--- config.mk ---
export PLATFORM = sky130hd
export DESIGN_NAME = vrt_ctrl
export DESIGN_NICKNAME = d
export VERILOG_FILES = /design/src/rtl/vrt_pkg.sv /design/src/rtl/vrt_ctrl.sv
export SDC_FILE = /design/constraint.sdc
export NUM_CORES = 1
export LEC_CHECK = 0
export BUFFER_PORTS_ARGS = -buffer_cell sky130_fd_sc_hd__buf_2
export CORE_AREA = 2 2 39 41
export DETAILED_ROUTE_END_ITERATION = 12
export DIE_AREA = 0 0 41 43
export SETUP_SLACK_MARGIN = 0.15
export SLEW_MARGIN = 20
export SYNTH_ARGS = -nofsm -noshare
export SYNTH_HDL_FRONTEND = slang
export SYNTH_SLANG_ARGS = --single-unit
--- constraint.sdc ---
create_clock -name clk -period 1.4 [get_ports clk]
set_clock_uncertainty 0.1 [all_clocks]
set_input_delay 0.28 -clock clk [delete_from_list [all_inputs] [get_ports clk]]
set_output_delay 0.28 -clock clk [all_outputs]
set_load 0.02 [all_outputs]
--- src/rtl/vrt_pkg.sv ---
`default_nettype none
package vrt_pkg;

  localparam int GRID_WIDTH  = 64;
  localparam int GRID_HEIGHT = 64;
  localparam int MAX_STEPS   = 100;

  localparam int XZ_W    = $clog2(GRID_WIDTH);
  localparam int Y_W     = $clog2(GRID_HEIGHT);
  localparam int ROW_AW  = Y_W + XZ_W;
  localparam int ROW_CNT = 1 << ROW_AW;
  localparam int STEPS_W = $clog2(MAX_STEPS + 1);
  localparam int CELL_W  = 16 + STEPS_W + 1;
  localparam int T_W     = 44;
  localparam int QUO_W   = 31;
  localparam int DIVR_W  = 16;
  localparam int DIV_CNT_W = $clog2(QUO_W + 1);

  localparam logic [2:0] FACE_START = 3'd6;
  localparam logic [2:0] DIV_LAST   = 3'd5;

  typedef enum logic [2:0] {
    ST_CLEAR, ST_IDLE, ST_SET_RD, ST_SET_WR,
    ST_DIV_GO, ST_DIV_WAIT, ST_WALK_RD, ST_WALK_EV
  } vrt_state_t;

  typedef struct packed {
    logic clr_wr;
    logic load;
    logic set_rd;
    logic set_wr;
    logic div_go;
    logic div_store;
    logic walk_rd;
    logic step;
    logic out_hit;
    logic out_miss;
  } vrt_cmd_t;

  typedef struct packed {
    logic clr_last;
    logic div_done;
    logic div_last;
    logic solid;
    logic never_sel;
    logic over_limit;
    logic steps_last;
  } vrt_stat_t;

endpackage
`default_nettype wire

--- src/rtl/vrt_ctrl.sv ---
`default_nettype none
module vrt_ctrl
  import vrt_pkg::*;
(
  input  wire logic      clk,
  input  wire logic      rst_n,
  input  wire logic      start,
  input  wire logic      kind,
  input  wire vrt_stat_t stat,
  output vrt_cmd_t       cmd,
  output logic           busy
);

  vrt_state_t state_r, state_nxt;

  always_ff @(posedge clk) begin
    if (!rst_n) state_r <= ST_CLEAR;
    else        state_r <= state_nxt;
  end

  // sequence clear, set, divide and walk
  always_comb begin
    state_nxt = state_r;
    cmd       = '0;
    unique case (state_r)
      ST_CLEAR: begin
        cmd.clr_wr = 1'b1;
        if (stat.clr_last) state_nxt = ST_IDLE;
      end
      ST_IDLE: begin
        if (start) begin
          cmd.load  = 1'b1;
          state_nxt = kind ? ST_DIV_GO : ST_SET_RD;
        end
      end
      ST_SET_RD: begin
        cmd.set_rd = 1'b1;
        state_nxt  = ST_SET_WR;
      end
      ST_SET_WR: begin
        cmd.set_wr = 1'b1;
        state_nxt  = ST_IDLE;
      end
      ST_DIV_GO: begin
        cmd.div_go = 1'b1;
        state_nxt  = ST_DIV_WAIT;
      end
      ST_DIV_WAIT: begin
        if (stat.div_done) begin
          cmd.div_store = 1'b1;
          state_nxt     = stat.div_last ? ST_WALK_RD : ST_DIV_GO;
        end
      end
      ST_WALK_RD: begin
        cmd.walk_rd = 1'b1;
        state_nxt   = ST_WALK_EV;
      end
      ST_WALK_EV: begin
        if (stat.solid) begin
          cmd.out_hit = 1'b1;
          state_nxt   = ST_IDLE;
        end else if (stat.never_sel) begin
          cmd.out_miss = 1'b1;
          state_nxt    = ST_IDLE;
        end else begin
          cmd.step = 1'b1;
          if (stat.over_limit || stat.steps_last) begin
            cmd.out_miss = 1'b1;
            state_nxt    = ST_IDLE;
          end else begin
            state_nxt = ST_WALK_RD;
          end
        end
      end
      default: state_nxt = ST_IDLE;
    endcase
  end

  assign busy = state_r != ST_IDLE;

endmodule
`default_nettype wire

== Word level (Yosys, flattened, before mapping) ==
Cells that the tools add are included.
Word-level totals
  register bits after elaboration: 3
  input bits: 11
  output and inout port bits: 11
  logic and storage cells: 40
Cells by class
  equality and inequality tests: 11
  mux-type cells: 25
  reduce and logical (&&, ||, !) cells: 3
Operator list (number)
  3-bit two-way mux: 8
  3-bit one-hot mux with 8 select lines: 1
  1-bit two-way mux: 15
  3-bit equality test (second input constant): 4
  3-bit by 2-bit equality test with 1-bit output (second input constant): 2
  2-bit inequality test (second input constant): 3
  3-bit by 1-bit equality test with 1-bit output (second input constant): 1
  3-bit logical NOT: 1
  3-bit by 1-bit inequality test with 1-bit output (second input constant): 1
  3-bit AND reduction: 1
  2-bit two-way mux: 1
  1-bit logical OR: 1

== Logic depth before layout (Yosys ltp) ==
  depth in word-level cells: 5
  mapped depth: 4

== Worst setup path after synthesis ==
No wires, ideal clock.
  path type: flip-flop to output port
  start: register state_r[2]
  end: output port cmd[8] (netlist name)
  arrival: 1.141 ns
  setup slack: -0.121 ns
  cell stages (with the launch flop): 5
  cells stage by stage: dfxtp_1 -> buf_6 -> buf_2 -> nand2b_1 -> nor2_1
RTL lines
  start, declared: line vrt_ctrl.sv:14  | vrt_state_t state_r, state_nxt;
  start signal, assigned: line vrt_ctrl.sv:18  | else state_r <= state_nxt;
  end, declared: line vrt_ctrl.sv:10  | output vrt_cmd_t cmd,

==> reports/results.ini <==
[outcome]
status=finished with violations
violations=negative setup slack

[cells_and_area]
drive_above_1_share=0.759
top_register=state_r
final_cell_mix=14 x buf_4, 13 x buf_6, 10 x buf_2
fillers=125
largest_registers=state_r x3
n_antenna_cell=0
syn_to_final_growth_pct=130
final_cells=99
nets=95
multi_input_area_um2=340
final_common_cell=buf_4
layout.area.seq_um2=71.3
largest_reg_flops=3
post-route-util=0.566

[route]
vias_per_cell=4.87
wl_um=1230
ant_nets=0
route.detailed.drc=0
num_vias=482
drtIter0Drc=5
post_drt_wl_per_cell_um=12.4
first_pass_iters=4

[critical_path]
cp.arrival_ps=1140
start_kind=register
rrSetupSlack_ps=90
crit_required_ps=1020
cp_slowest_stage_delay_ps=360
crit_path_end_kind=output port
rr_worst_depth=4
r2r_end=state_r[0]
path_cells=and2b_2 -> and3_4 -> buf_6
reg2reg_from=state_r[2]
worst-path-max-fanout=4
cpMaxStageDelayCell=dfxtp_4
worstSetupPathType=register to output port
cp.buffers_inverters=1
cpLargestDelayFamily=simple AND/OR/NAND/NOR gates

[die]
initial_utilization=0.246
die_h_um=43
dieArea_mm2=0.00176
die_w_um=41
core-area_mm2=0.00138
num_rows=14
num_io_pins=22

[clock_network]
cts.htree.levels=1
cts_tree=done
postCtsHoldBufs=0
cts_buffer_depth=2
clock_latency_ps=240
clk_pin_slew_ps=40
numCtsBuffers=3
cts.sinks=3
root_buffer=clkbuf_4

[global_routing]
grt_max_degree=9
grt_antenna_before_repair=0
track_usage=0.139
grt_first_pass_wirelength_um=1730
grt_overflow=0
grt_pass1_vias=443

[sta]
finalSetupViolCount=11
max_freq_mhz=659
setup_tns_ps=-742
worst_slack_ps=-118
period_needed_ps=1520
slew_headroom=0.841
grt_setup_unrepaired=true
holdWs_ps=219
tightest_slew_ps=237
drv_slew=0
period_share=1.08
hold_viol=0

[yosys]
syn_area_per_cell_um2=7.56
syn_area_um2=340
synth_cell_types=28
ys_seq_area_frac=0.176
synth_nets=56
yosysWarnings=0
ys_ff_latch=3
postSynthCellCount=45

[place]
place_inst=87
port_buffers=21
place.gp.congestion=0.782
dp_hpwl_um=734

[pwr]
peakVddDrop_mv=0.258
power_mw=0.437
p_leak_nw=0.355
power_density_mw_per_mm2=558

[hold_path]
hold_path.class=input pin to register
hold_path_end=state_r[1]
min_from=rst_n
min_path_cells=3

[flow_run]
drv_cap=0

-- power breakdown --
group	leakage, nW	switching [mW]	total, mW	internal [mW]
Combinational	0.314	0.0822	0.185	0.103
Clock	0.0150	0.0511	0.158	0.107
Sequential	0.0267	0.00617	0.0937	0.0875
Total	0.355	0.139	0.437	0.297
-- timing repair --
action	4_1_cts	5_1_grt
setup buffers	5	3
resized for setup	30	15
pin swaps	6	7
setup endpoints to repair	14	14
-- cell families after synthesis --
| family | Yosys count | synth area share |
|---|---|---|
| AO/OA/AOI/OAI | 8 | 0.176 |
| buffers and inverters | 5 | 0.114 |
| flip-flops | 3 | 0.176 |
| multiplexers | 1 | 0.0441 |
| AND/OR/NAND/NOR | 28 | 0.489 |
-- worst max path at each step --
stage | cells past startpoint | from | end
2_1_floorplan | 4 | state_r[2] | cmd[8]
3_3_place_gp | 3 | state_r[2] | cmd[3]
3_5_place_dp | 3 | state_r[2] | cmd[3]
4_1_cts | 4 | state_r[1] | cmd[2]
5_1_grt | 4 | state_r[0] | cmd[2]
6_report | 3 | state_r[1] | cmd[4]
-- tightest hold or removal path, delay by kind of cell --
kind	cells	cell delay (ps)
buffers and inverters	1	120
AO/OA/AOI/OAI	2	120
-- metrics by stage --
step | area (um^2) | setup WS [ps]
finish | 783 | -118
global route | 783 | -167
CTS | 681 | -106
detailed placement | 528 | -30.6
global placement | 528 | 10.7
floorplan | 373 | 44.2
-- synthesized netlist by cell type (all sizes together) --
library cell  number  area share
a21oi              2       0.040
nand2              3       0.033
nor3b              1       0.022
a211oi             1       0.037
inv                1       0.011
mux2               1       0.044
and2               1       0.018
o21ai              1       0.015
dfxtp              3        0.18
and2b              1       0.026
nand4b             2       0.051
a21o               1       0.022
buf                4        0.10
nand3b             1       0.022
a31oi              1       0.018
and3               2       0.037
a22oi              1       0.022
o31ai              1       0.022
nor4               1       0.018
nor2b              3       0.055
or2                1       0.018
nand2b             4       0.074
nor2               5       0.055
and4b              1       0.029
nor3               2       0.029
-- routing by layer --
| metal | vias to the layer above | part of all wire | global-route usage |
|---|---|---|---|
| met5 | - | 0 | 0 |
| met3 | 4 | 0.055 | 0.0209 |
| met4 | 0 | 0.033 | 0.0400 |
| met1 | 225 | 0.38 | 0.157 |
| li1 | 235 | - | - |
| met2 | 18 | 0.53 | 0.250 |
-- area by class of cell --
cell class	count	area share
tap	16	0.0256
timing repair buffer	38	0.411
sequential	3	0.0911
multi-input combinational	37	0.435
clock buffer	4	0.0335
inverter	1	0.00479
No activity file was read; power rests on OpenSTA's default activity.
